**src/rtl/prt_pkg.sv**
```systemverilog
`timescale 1ns / 1ps

package prt_pkg;

	localparam int TABLE_DEPTH_DEF = 256;
	localparam int MAX_SERVE_DEF   = 16;
	localparam int LOAD_SHIFT      = 20;

	localparam logic [4:0]  RESET_MAX_LOADS = 5'd4;
	localparam logic [31:0] RESET_BUDGET    = 32'd16777216;
	localparam logic [24:0] BYTES_PER_LOAD  = 25'd1048576;
	localparam logic [47:0] TOTAL_MAX       = 48'hFFFF_FFFF_FFFF;
	localparam logic [8:0]  PENDING_MAX     = 9'd511;

	typedef enum logic [1:0] {
		ACT_REQUEST = 2'd0,
		ACT_CANCEL  = 2'd1,
		ACT_STATUS  = 2'd2,
		ACT_TICK    = 2'd3
	} action_t;

	typedef enum logic [2:0] {
		KIND_REQ_ACK    = 3'd0,
		KIND_CANCEL_ACK = 3'd1,
		KIND_STATUS     = 3'd2,
		KIND_DONE       = 3'd3,
		KIND_SUMMARY    = 3'd4
	} kind_t;

	typedef enum logic [1:0] {
		CODE_OK      = 2'd0,
		CODE_DUP     = 2'd1,
		CODE_FULL    = 2'd2,
		CODE_MISSING = 2'd3
	} code_t;

	typedef enum logic {
		CFG_MAX_LOADS = 1'b0,
		CFG_BUDGET    = 1'b1
	} cfg_reg_t;

	typedef enum logic [2:0] {
		ST_CLEAR,
		ST_IDLE,
		ST_SCAN,
		ST_DECIDE,
		ST_CHECK,
		ST_RESULT
	} state_t;

	typedef struct packed {
		logic        valid;
		logic [31:0] key;
		logic [7:0]  level;
		logic [1:0]  prio;
		logic [15:0] tag;
	} prt_entry_t;

	typedef struct packed {
		logic done;
		logic hit;
		logic free;
		logic best;
	} scan_flags_t;

endpackage

```
**src/rtl/prt_scan.sv**
```systemverilog
`timescale 1ns / 1ps

module prt_scan #(
	parameter int DEPTH = prt_pkg::TABLE_DEPTH_DEF,
	localparam int AW = $clog2(DEPTH)
) (
	input  logic                 clk,
	input  logic                 arst_n,
	input  logic                 start,
	input  logic [31:0]          key,
	input  logic [7:0]           level,
	output logic                 rd_en,
	output logic [AW-1:0]        rd_addr,
	input  prt_pkg::prt_entry_t  rd_data,
	output prt_pkg::scan_flags_t flags,
	output logic [AW-1:0]        hit_idx,
	output logic [1:0]           hit_prio,
	output logic [15:0]          hit_tag,
	output logic [AW-1:0]        free_idx,
	output logic [AW-1:0]        best_idx,
	output prt_pkg::prt_entry_t  best_entry
);
	import prt_pkg::*;

	localparam logic [AW-1:0] LAST_ADDR = AW'(DEPTH - 1);

	logic          busy_q;
	logic [AW-1:0] addr_q;
	logic          vld_s1;
	logic          last_s1;
	logic [AW-1:0] idx_s1;
	scan_flags_t   flags_q;
	logic [AW-1:0] hit_idx_q;
	logic [1:0]    hit_prio_q;
	logic [15:0]   hit_tag_q;
	logic [AW-1:0] free_idx_q;
	logic [AW-1:0] best_idx_q;
	prt_entry_t    best_q;
	logic          is_match;
	logic          take_best;

	assign rd_en   = busy_q;
	assign rd_addr = addr_q;

	assign is_match  = rd_data.valid && rd_data.key == key && rd_data.level == level;
	assign take_best = rd_data.valid && (!flags_q.best || rd_data.prio > best_q.prio);

	always_ff @(posedge clk or negedge arst_n) begin
		if (!arst_n) begin
			busy_q  <= 1'b0;
			addr_q  <= '0;
			vld_s1  <= 1'b0;
			last_s1 <= 1'b0;
			flags_q <= '0;
		end else if (start) begin
			busy_q  <= 1'b1;
			addr_q  <= '0;
			vld_s1  <= 1'b0;
			last_s1 <= 1'b0;
			flags_q <= '0;
		end else begin
			flags_q.done <= vld_s1 && last_s1;
			vld_s1       <= busy_q;
			last_s1      <= busy_q && addr_q == LAST_ADDR;
			if (busy_q) begin
				addr_q <= addr_q + 1'b1;
				if (addr_q == LAST_ADDR) begin
					busy_q <= 1'b0;
				end
			end
			if (vld_s1) begin
				if (is_match && !flags_q.hit) begin
					flags_q.hit <= 1'b1;
				end
				if (!rd_data.valid && !flags_q.free) begin
					flags_q.free <= 1'b1;
				end
				if (take_best) begin
					flags_q.best <= 1'b1;
				end
			end
		end
	end

	// first hit and first free slot win; strict compare keeps the lowest slot on ties
	always_ff @(posedge clk) begin
		idx_s1 <= addr_q;
		if (vld_s1 && !start) begin
			if (is_match && !flags_q.hit) begin
				hit_idx_q  <= idx_s1;
				hit_prio_q <= rd_data.prio;
				hit_tag_q  <= rd_data.tag;
			end
			if (!rd_data.valid && !flags_q.free) begin
				free_idx_q <= idx_s1;
			end
			if (take_best) begin
				best_idx_q <= idx_s1;
				best_q     <= rd_data;
			end
		end
	end

	assign flags      = flags_q;
	assign hit_idx    = hit_idx_q;
	assign hit_prio   = hit_prio_q;
	assign hit_tag    = hit_tag_q;
	assign free_idx   = free_idx_q;
	assign best_idx   = best_idx_q;
	assign best_entry = best_q;

endmodule

```
**config.mk**
```make
export PLATFORM = sky130hd
export DESIGN_NAME = prt_scan
export DESIGN_NICKNAME = d
export VERILOG_FILES = /design/src/rtl/prt_pkg.sv /design/src/rtl/prt_scan.sv
export SDC_FILE = /design/constraint.sdc
export NUM_CORES = 1
export LEC_CHECK = 0
export BUFFER_PORTS_ARGS = -buffer_cell sky130_fd_sc_hd__buf_2
export CAP_MARGIN = 40
export CORE_MARGIN = 4
export CORE_UTILIZATION = 30
export CTS_BUF_LIST = sky130_fd_sc_hd__clkbuf_8 sky130_fd_sc_hd__clkbuf_16
export CTS_CLUSTER_DIAMETER = 200
export CTS_CLUSTER_SIZE = 24
export DETAILED_ROUTE_END_ITERATION = 8
export GPL_TIMING_DRIVEN = 1
export PLACE_DENSITY_LB_ADDON = 0.25
export SLEW_MARGIN = 10
export SYNTH_ARGS = -nofsm -noshare
export SYNTH_HDL_FRONTEND = slang
export SYNTH_SLANG_ARGS = --single-unit
```
**constraint.sdc**
```tcl
create_clock -name clk -period 8.05 [get_ports clk]
set_clock_uncertainty 0.05 [all_clocks]
set_input_delay 0.4025 -clock clk [delete_from_list [all_inputs] [get_ports clk]]
set_output_delay 0.4025 -clock clk [all_outputs]
set_load 0.1 [all_outputs]
```
==> results of run 1 <==
worst min-delay path by stage:
stage / cells past startpoint / start / end
after global placement: 1 / arst_n / rd_addr[5]$_DFFE_PN0P_
final: 1 / rd_data[2] / best_entry[2]$_DFFE_PP_
after global routing: 1 / rd_data[2] / hit_tag[2]$_DFFE_PP_
after CTS: 1 / rd_data[2] / best_entry[2]$_DFFE_PP_
after floorplan: 0 / arst_n / flags[0]$_DFFE_PN0P_
after detailed placement: 1 / arst_n / rd_addr[5]$_DFFE_PN0P_
cells by family after synthesis:
| kind of cell | Yosys count | synth area share (%) |
|---|---|---|
| xor gates and xnor gates | 42 | 8.66 |
| buffers and inverters | 8 | 0.692 |
| adders and majority gates | 3 | 0.866 |
| DFF | 124 | 82.3 |
| and+or+nand+nor | 43 | 5.40 |
| AOI/OAI and AO/OA | 12 | 1.88 |
| muxes | 1 | 0.231 |
registers in the layout (all words and copies together) (netlist names):
| register | count |
|---|---|
| last_s1 | 1 |
| vld_s1 | 1 |
| hit_tag | 16 |
| hit_idx | 8 |
| best_idx | 8 |
| flags | 4 |
| rd_en | 1 |
| free_idx | 8 |
| idx_s1 | 8 |
| best_entry | 59 |
| hit_prio | 2 |
| rd_addr | 8 |
per-layer routing:
metal / global-route usage (%) / up-vias / part of all wire (%)
li1: - / 1352 / -
met5: 0 / - / 0
met2: 20.9 / 128 / 50
met3: 4.83 / 16 / 8.9
met1: 14.1 / 1348 / 39
met4: 6.18 / 0 / 2.0
what timing repair did:
action	4_1_cts	5_1_grt
endpoints found under the hold margin	15	0
setup endpoints to repair	0	0
hold buffers	1	0
synth_stat cells, types with 2 or more instances:
master    number  area, um2
ha_1           3       37.5
dfrtp_1       15        375
a21oi_1        3       15.0
nand2_1        8       30.0
nor2_1         7       26.3
nor2b_1        4       25.0
nand4_1        6       37.5
nor3_1         2       10.0
xnor2_1       17        149
nor4_1         5       31.3
dfxtp_1        8        160
and3_1         5       31.3
nand3_1        2       10.0
edfxtp_1     101       3030
inv_1          5       18.8
clkbuf_1       2       7.51
o21ai_0        2       10.0
a21o_1         4       30.0
xor2_1        24        210
per-stage QoR:
step | instances | setup slack, ns
3_5_place_dp | 630 | 5.19
6_report | 663 | 5.48
2_1_floorplan | 233 | 2.65
3_3_place_gp | 628 | 5.09
4_1_cts | 663 | 5.42
5_1_grt | 663 | 5.27
area by class of cell:
class / instances / share of cell area (%)
inverters: 6 / 0.358
clock inverters: 11 / 1.17
well taps: 180 / 3.58
multi-input cells: 101 / 12.0
clock buffers: 21 / 8.17
repair buffers: 220 / 18.0
flip-flops and latches: 124 / 56.7
power by group:
part	internal [mW]	leakage, nW	switching [mW]
clock network	0.458	0.300	0.266
registers	0.711	1.19	0.00706
logic	0.0425	1.22	0.131
total	1.21	2.71	0.404
==> out/qor.txt, run 1 <==
setup violators final: 0
NumNets Final: 575
GRT Residual Overflow: 0
final hold vios: 0
crit path kind: reg2reg
die span in x: 128 um
Multi-input gate area: 756 um2
fin crit period: 2.57 ns
reg2reg end: best_entry[51]$_DFFE_PP_
Routed WL: 10,100 um
Finished Cell Area: 0.00629 mm2
min-delay worst type: in2reg
number of flops mapped to enable cells by yosys: 101
Resize count post-CTS: 0
initial antenna violation count: 0
postcts setup bufs: 0
vias in the first global route: 2,910
status: finished clean
utilization after layout: 44.8%
Area Overhead vs Synth: 45.1%
DIE AREA: 0.0164 mm2
Avg Inst Size Synth: 18.6 um2
Slew Viols, Final: 0
drt wl/cell: 15.3 um
setup_tns: 0 ns
DR vias/cell: 4.29
Gate Count Post-Synth: 233
port bufs: 215
unrepaired setup endpoints after global routing: no
crit path DAT: 2.56 ns
commonest non-fill, non-tap cell in the layout: buf_2
total number of vias: 2,844
diode count: 0
register area share after synthesis: 82.3%
most frequent cells in the layout: buf_2 (216), edfxtp_1 (101), xor2_1 (24)
Top FF cell, synth: edfxtp_1
Crit Path Max Fanout: 39
ys async rst share: 12.1%
max_slew headroom: 50.6%
Initial DRT Pass Iterations: 4
Reg area: 0.00357 mm2
CTS clk-pin slew, worst paths: 0.05 ns
drt drc: 0
LEAKAGE: 2.71 nW
slowest stage delay, CP: 0.54 ns
clock buffer depth: 2
post-route clock period utilization: 31.9%
Max-Cap Viols: 0
post-synthesis register bit count: 124
Clock Latency Late Sink: 0.41 ns
pwr/cell area: 257 mW/mm2
Die Y: 128 um
clock sinks: 124
type of origin of the critical path: flip-flop
Reg-to-Reg Start: best_entry[17]$_DFFE_PP_
1st-iter DRT viols: 80
root buffer cell: clkbuf_16
Tightest Pin Transition: 0.739 ns
cell family with most CP delay: buffers and inverters
Tot GR Track Use: 12.6%
Core Area: 0.0140 mm2
CP endpoint: best_entry[51]$_DFFE_PP_
placer's final routability congestion estimate: 0.765
CTS tree: done
Required @ worst endpoint: 8.04 ns
Power, Total: 1.62 mW
r2r setup slk: 5.48 ns
dpl hpwl: 7940 um
number of routed nets with antenna violations: 0
crit path launch: best_entry[17]$_DFFE_PP_
Post-Syn Area: 0.00434 mm2
syn nets: 338
CP cell instances: inv_1 -> ha_1 -> nor2b_1 -> o21ai_0 -> a21oi_4 -> buf_16 -> buf_4
Min Hold Slack: 0.137 ns
post-synth cell types: 29
CTS Buf Count: 17
CP max stage cell: a21oi_4
row cnt: 43
CP endpoint kind: flip-flop
reg2reg path depth: 7
num ports: 216
Ys Warns: 0
Crit. path cell count: 7
H-tree Lvls: 4
FILL cells: 1,286
share of cells above drive strength 1: 53.2%
Bufs and invs on worst path: 3
dpl cell area: 0.00570 mm2
Initial Util: 30.9%
peak supply drop: 108 uV
largest net degree at the start of global routing: 40
Achievable Freq: 389 MHz
first-pass GRT wire length: 15,200 um
Note: power is estimated with default switching activity, not from simulation.
==> run 2, diff against run 1 <==
==> constraint.sdc (replaced) <==
create_clock -name clk -period 2.47 [get_ports clk]
set_clock_uncertainty 0.05 [all_clocks]
set_input_delay 0.1235 -clock clk [delete_from_list [all_inputs] [get_ports clk]]
set_output_delay 0.1235 -clock clk [all_outputs]
set_load 0.1 [all_outputs]
==> out/qor.txt, run 2 (synthesis results as in run 1) <==
status: finished clean
hold depth: 2
num ports: 216
Slew Viols, Final: 0
Tightest Pin Transition: 0.514 ns
unrepaired setup endpoints after global routing: no
max FFs per register: 59
1st-iter DRT viols: 88
min-delay worst type: in2reg
Power, Total: 5.30 mW
vias in the first global route: 3,207
post-route clock period utilization: 91.2%
Place WS: 0.232 ns
most frequent cells in the layout: buf_2 (215), edfxtp_1 (101), dlygate4sd3_1 (60)
port bufs: 215
clock sinks: 124
LEAKAGE: 2.96 nW
Initial DRT Pass Iterations: 4
fin crit period: 2.25 ns
CP endpoint kind: flip-flop
root buffer cell: clkbuf_16
Required @ worst endpoint: 2.52 ns
Achievable Freq: 444 MHz
FILL cells: 1,246
final setup margin: 0.216 ns
total number of vias: 3,036
crit path kind: in2reg
postcts setup bufs: 0
number of routed nets with antenna violations: 0
CTS clk-pin slew, worst paths: 0.05 ns
drt drc: 0
DIE AREA: 0.0164 mm2
Multi-input gate area: 763 um2
initial antenna violation count: 0
setup violators final: 0
largest net degree at the start of global routing: 46
Routed WL: 10,800 um
CTS tree: done
placer's final routability congestion estimate: 0.737
max_slew headroom: 66.0%
die span in x: 128 um
NumNets Final: 634
Max-Cap Viols: 0
Tot GR Track Use: 13.2%
drt wl/cell: 14.9 um
Area Overhead vs Synth: 58.8%
Reg area: 0.00357 mm2
final hold vios: 0
CTS Buf Count: 17
share of cells above drive strength 1: 46.5%
clock buffer depth: 2
diode count: 0
first-pass GRT wire length: 16,400 um
Die Y: 128 um
DR vias/cell: 4.20
pwr/cell area: 769 mW/mm2
type of origin of the critical path: input pin
row cnt: 43
H-tree Lvls: 4
Crit Path Max Fanout: 26
Initial Util: 30.9%
dpl hpwl: 7680 um
GRT Residual Overflow: 0
Core Area: 0.0140 mm2
commonest non-fill, non-tap cell in the layout: buf_2
crit path DAT: 2.31 ns
peak supply drop: 345 uV
Clock Latency Late Sink: 0.40 ns
reg2reg path depth: 5
==> run 2: per-stage QoR <==
stage / hold WS (ns) / TNS [ns] / cell area [um2] / instances / util [%]
after floorplan: -0.222 / -48.63 / 4350 / 233 / -
after global placement: 0.00894 / 0 / 5700 / 630 / 40.6
after detailed placement: 0.00820 / 0 / 5700 / 630 / 40.6
after CTS: 0.00257 / 0 / 6880 / 722 / 49.0
after global routing: 0.0131 / 0 / 6890 / 722 / 49.0
final: 0.0206 / 0 / 6890 / 722 / 49.0
==> run 2: repair_timing <==
item | in CTS | in global routing
hold buffers | 60 | 0
resized for setup | 0 | 1
endpoints found under the hold margin | 92 | 0
endpoints found under the setup margin | 0 | 26
==> run 2: worst paths after layout <==
path	from	end	slack, ns
min reg2reg	rd_addr[6]$_DFFE_PN0P_	idx_s1[6]$_DFF_P_	0.40
min	start	rd_addr[0]$_DFFE_PN0P_	0.02
max	rd_data[28]	hit_idx[1]$_DFFE_PP_	0.22
max in group asynchronous	arst_n	flags[2]$_DFFE_PN0P_	1.99
min in group asynchronous	arst_n	rd_addr[0]$_DFFE_PN0P_	0.10
max reg2reg	vld_s1$_DFF_PN0_	hit_idx[1]$_DFFE_PP_	0.42
==> run 2: layout make-up <==
class / count / area share (%)
multi-input cells: 101 / 11.1
clock inverters: 11 / 0.727
inverters: 6 / 0.327
repair buffers: 279 / 25.1
clock buffers: 21 / 7.63
well taps: 180 / 3.27
flip-flops and latches: 124 / 51.8
==> run 2: worst max-delay path: stages <==
cell and delay (ns):
dlygate4sd3_1 0.54, buf_2 0.14, xor2_1 0.14, nor4_1 0.35, nand4_1 0.22, nor4_2 0.34, and3_2 0.25, buf_12 0.18
==> run 2: where the power goes <==
part	internal (mW)	switching [mW]
Clock	1.49	0.824
Sequential	2.32	0.0214
Combinational	0.199	0.441
==> run 2: routing by layer <==
metal,global-route usage (%),routed length [um]
met3,5.17,907
met5,0,0
met4,6.12,218
met1,14.2,4070
met2,22.9,5570
==> run 3, diff against run 2 <==
==> config.mk (replaced) <==
export PLATFORM = sky130hd
export DESIGN_NAME = prt_scan
export DESIGN_NICKNAME = d
export VERILOG_FILES = /design/src/rtl/prt_pkg.sv /design/src/rtl/prt_scan.sv
export SDC_FILE = /design/constraint.sdc
export NUM_CORES = 1
export LEC_CHECK = 0
export CAP_MARGIN = 40
export CORE_MARGIN = 4
export CORE_UTILIZATION = 62
export CTS_BUF_LIST = sky130_fd_sc_hd__clkbuf_8 sky130_fd_sc_hd__clkbuf_16
export CTS_CLUSTER_DIAMETER = 200
export CTS_CLUSTER_SIZE = 24
export DETAILED_ROUTE_END_ITERATION = 8
export DONT_BUFFER_PORTS = 1
export GPL_TIMING_DRIVEN = 1
export PLACE_DENSITY_LB_ADDON = 0.25
export SLEW_MARGIN = 20
export SYNTH_ARGS = -nofsm -noshare
export SYNTH_HDL_FRONTEND = slang
export SYNTH_SLANG_ARGS = --single-unit
==> out/qor.txt, run 3 <==
root buffer cell: clkbuf_8
Die Y: 91.6 um
post-synthesis register bit count: 124
die span in x: 91.6 um
dpl hpwl: 8200 um
Synth area leader: edfxtp_1
postcts setup bufs: 0
clock buffer depth: 2
Post-Syn Area: 0.00434 mm2
Avg Inst Size Synth: 18.6 um2
syn nets: 338
CTS Buf Count: 17
row cnt: 30
largest cells by area after synthesis: edfxtp_1 (70%), dfrtp_1 (8.7%), xor2_1 (4.8%)
number of flops mapped to enable cells by yosys: 101
Ys Warns: 0
share of the synthesized area in the top cell type: 69.9%
post-synth cell types: 29
Hold Buf Count CTS: 62
clock sinks: 124
synth cell count leaders: edfxtp_1 (101), xor2_1 (24), xnor2_1 (17)
H-tree Lvls: 4
port bufs: 0
status: stopped before the end
stopping stage: clock tree synthesis
Top FF cell, synth: edfxtp_1
stop err: [ERROR DPL-0038] Utilization greater than 100%, impossible to legalize
Initial Util: 63.8%
placer's final routability congestion estimate: 0.724
Resize count post-CTS: 0
ys async rst share: 12.1%
Gate Count Post-Synth: 233
register area share after synthesis: 82.3%
most common cell in the netlist: edfxtp_1
num ports: 216
## run 3: cell counts after synthesis
Identical to the previous run, type by type.
## run 3: cell families after synthesis
logic type	count (synthesis)	synth area share [%]
buffers and inverters	8	0.692
adder cells (fa/ha/maj)	3	0.866
XOR/XNOR	42	8.66
multiplexers	1	0.231
AO/OA/AOI/OAI	12	1.88
AND/OR/NAND/NOR	43	5.40
flip-flops	124	82.3
## run 3: through the flow
step	cells	hold slack, ns	setup WS (ns)	util [%]	cell area [um2]
floorplan	233	-0.222	-0.718	-	4350
global placement	345	-0.222	0.470	68.1	4630
detailed placement	397	-0.222	0.451	84.6	5750
==> run 4, diff against run 3 <==
==> config.mk (replaced) <==
export PLATFORM = sky130hd
export DESIGN_NAME = prt_scan
export DESIGN_NICKNAME = d
export VERILOG_FILES = /design/src/rtl/prt_pkg.sv /design/src/rtl/prt_scan.sv
export SDC_FILE = /design/constraint.sdc
export NUM_CORES = 1
export LEC_CHECK = 0
export CAP_MARGIN = 40
export CORE_MARGIN = 4
export CORE_UTILIZATION = 40
export DETAILED_ROUTE_END_ITERATION = 8
export DONT_BUFFER_PORTS = 1
export GPL_TIMING_DRIVEN = 1
export PLACE_DENSITY_LB_ADDON = 0.15
export SLEW_MARGIN = 20
export SYNTH_ARGS = -nofsm -noshare
export SYNTH_HDL_FRONTEND = slang
export SYNTH_SLANG_ARGS = --single-unit
==> out/qor.txt, run 4 (synthesis results as in run 1) <==
setup violators final: 0
FILL cells: 633
vias in the first global route: 2,877
crit path DAT: 2.71 ns
fin crit period: 2.32 ns
LEAKAGE: 2.85 nW
max FFs per register: 59
Slew Viols, Final: 0
largest net degree at the start of global routing: 69
commonest non-fill, non-tap cell in the layout: edfxtp_1
Core Area: 0.0105 mm2
row cnt: 37
CP max stage cell: dlygate4sd3_1
NetSw: 1.41 mW
Flop pwr share: 45.8%
num ports: 216
Initial DRT Pass Iterations: 4
Initial Util: 41.4%
drt drc: 0
1st-iter DRT viols: 112
max_slew headroom: 37.9%
Clock Latency Late Sink: 0.50 ns
die span in x: 112 um
Max-Cap Viols: 0
total number of vias: 2,606
clock power share: 44.0%
Resize count post-CTS: 0
CP cell instances: dlygate4sd3_1 -> inv_2 -> nand3_1 -> or4_1 -> nor3_2 -> a32o_2 -> dlygate4sd3_1
initial antenna violation count: 0
CP most frequent cell: dlygate4sd3_1
Die Y: 112 um
Required @ worst endpoint: 2.85 ns
NumNets Final: 502
Area Overhead vs Synth: 69.3%
root buffer cell: clkbuf_8
utilization after layout: 70.2%
drt wl/cell: 20.3 um
setup_tns: 0 ns
placer's final routability congestion estimate: 0.755
post-route clock period utilization: 94.0%
H-tree Lvls: 4
Min Hold Slack: 0.0703 ns
pwr/cell area: 725 mW/mm2
Achievable Freq: 430 MHz
CTS clk-pin slew, worst paths: 0.06 ns
unrepaired setup endpoints after global routing: no
clock sinks: 124
slowest stage delay, CP: 0.75 ns
Tightest Pin Transition: 0.934 ns
CTS tree: done
CTS Buf Count: 17
CP endpoint kind: flip-flop
DIE AREA: 0.0126 mm2
Tot GR Track Use: 17.4%
first-pass GRT wire length: 16,600 um
share of cells above drive strength 1: 30.0%
type of origin of the critical path: input pin
Crit Path Max Fanout: 13
status: finished clean
Routed WL: 11,100 um
diode count: 0
peak supply drop: 391 uV
most frequent cells in the layout: edfxtp_1 (101), dlygate4sd3_1 (63), buf_16 (32)
DR vias/cell: 4.77
GRT Residual Overflow: 0
Cell Int Power: 3.91 mW
final hold vios: 0
port bufs: 0
crit path kind: in2reg
switching portion of total power: 26.6%
min-delay worst type: in2async
number of routed nets with antenna violations: 0
Combinational Power Share: 10.2%
clock buffer depth: 2
dpl hpwl: 7510 um
-- run 4: path summary, 6_finish.rpt --
check	from	to	slack, ns	depth (start not counted)
hold / removal	arst_n	rd_addr[5]$_DFFE_PN0P_	0.07	1
max in group asynchronous	arst_n	flags[2]$_DFFE_PN0P_	1.83	1
setup / recovery	start	flags[2]$_DFFE_PN0P_	0.15	7
hold reg to reg	idx_s1[3]$_DFF_P_	best_idx[3]$_DFFE_PP_	0.40	0
setup reg to reg	vld_s1$_DFF_PN0_	flags[2]$_DFFE_PN0P_	0.35	5
min in group clk	rd_data[36]	best_entry[36]$_DFFE_PP_	0.19	1
-- run 4: power by group through the flow --
stage / clock network, mW / registers, mW / logic (mW)
6_report: 2.34 / 2.43 / 0.544
5_1_grt: 2.52 / 2.44 / 0.570
4_1_cts: 2.38 / 2.45 / 0.514
3_5_place_dp: 0 / 2.50 / 0.417
3_3_place_gp: 0 / 2.63 / 0.192
2_1_floorplan: 0 / 2.68 / 0.0922
-- run 4: metrics by stage --
step	total power, mW	instance area (um2)	cells	setup WS [ns]
floorplan	2.77	4350	233	-0.718
global placement	2.82	4670	384	0.422
detailed placement	2.92	5940	443	0.386
CTS	5.35	7140	538	0.159
global route	5.53	7340	546	0.0477
finish	5.32	7340	546	0.147
-- run 4: layer usage --
layer	track usage [%]	wire [um]
met3	7.22	817
met1	19.9	4110
met5	0	0
met2	29.6	6040
met4	6.09	117
-- run 4: worst max-delay path: cells and delay by family --
kind	cells	cell delay (ns)
simple gates	3	0.90
compound gates	1	0.20
buf+inv	3	1.48
-- run 4: final cells by class --
class / instances / area [um2] / area share (%)
Sequential cell: 124 / 3570 / 48.6
Timing Repair Buffer: 147 / 2260 / 30.8
Multi-Input combinational cell: 101 / 757 / 10.3
Clock buffer: 17 / 414 / 5.64
Tap cell: 136 / 170 / 2.32
Clock inverter: 15 / 151 / 2.06
Inverter: 6 / 22.5 / 0.307
-- run 4: what timing repair did --
| action | CTS | global route |
|---|---|---|
| buffers inserted | 0 | 0 |
| hold endpoints to repair | 115 | 0 |
| hold buffers | 63 | 0 |
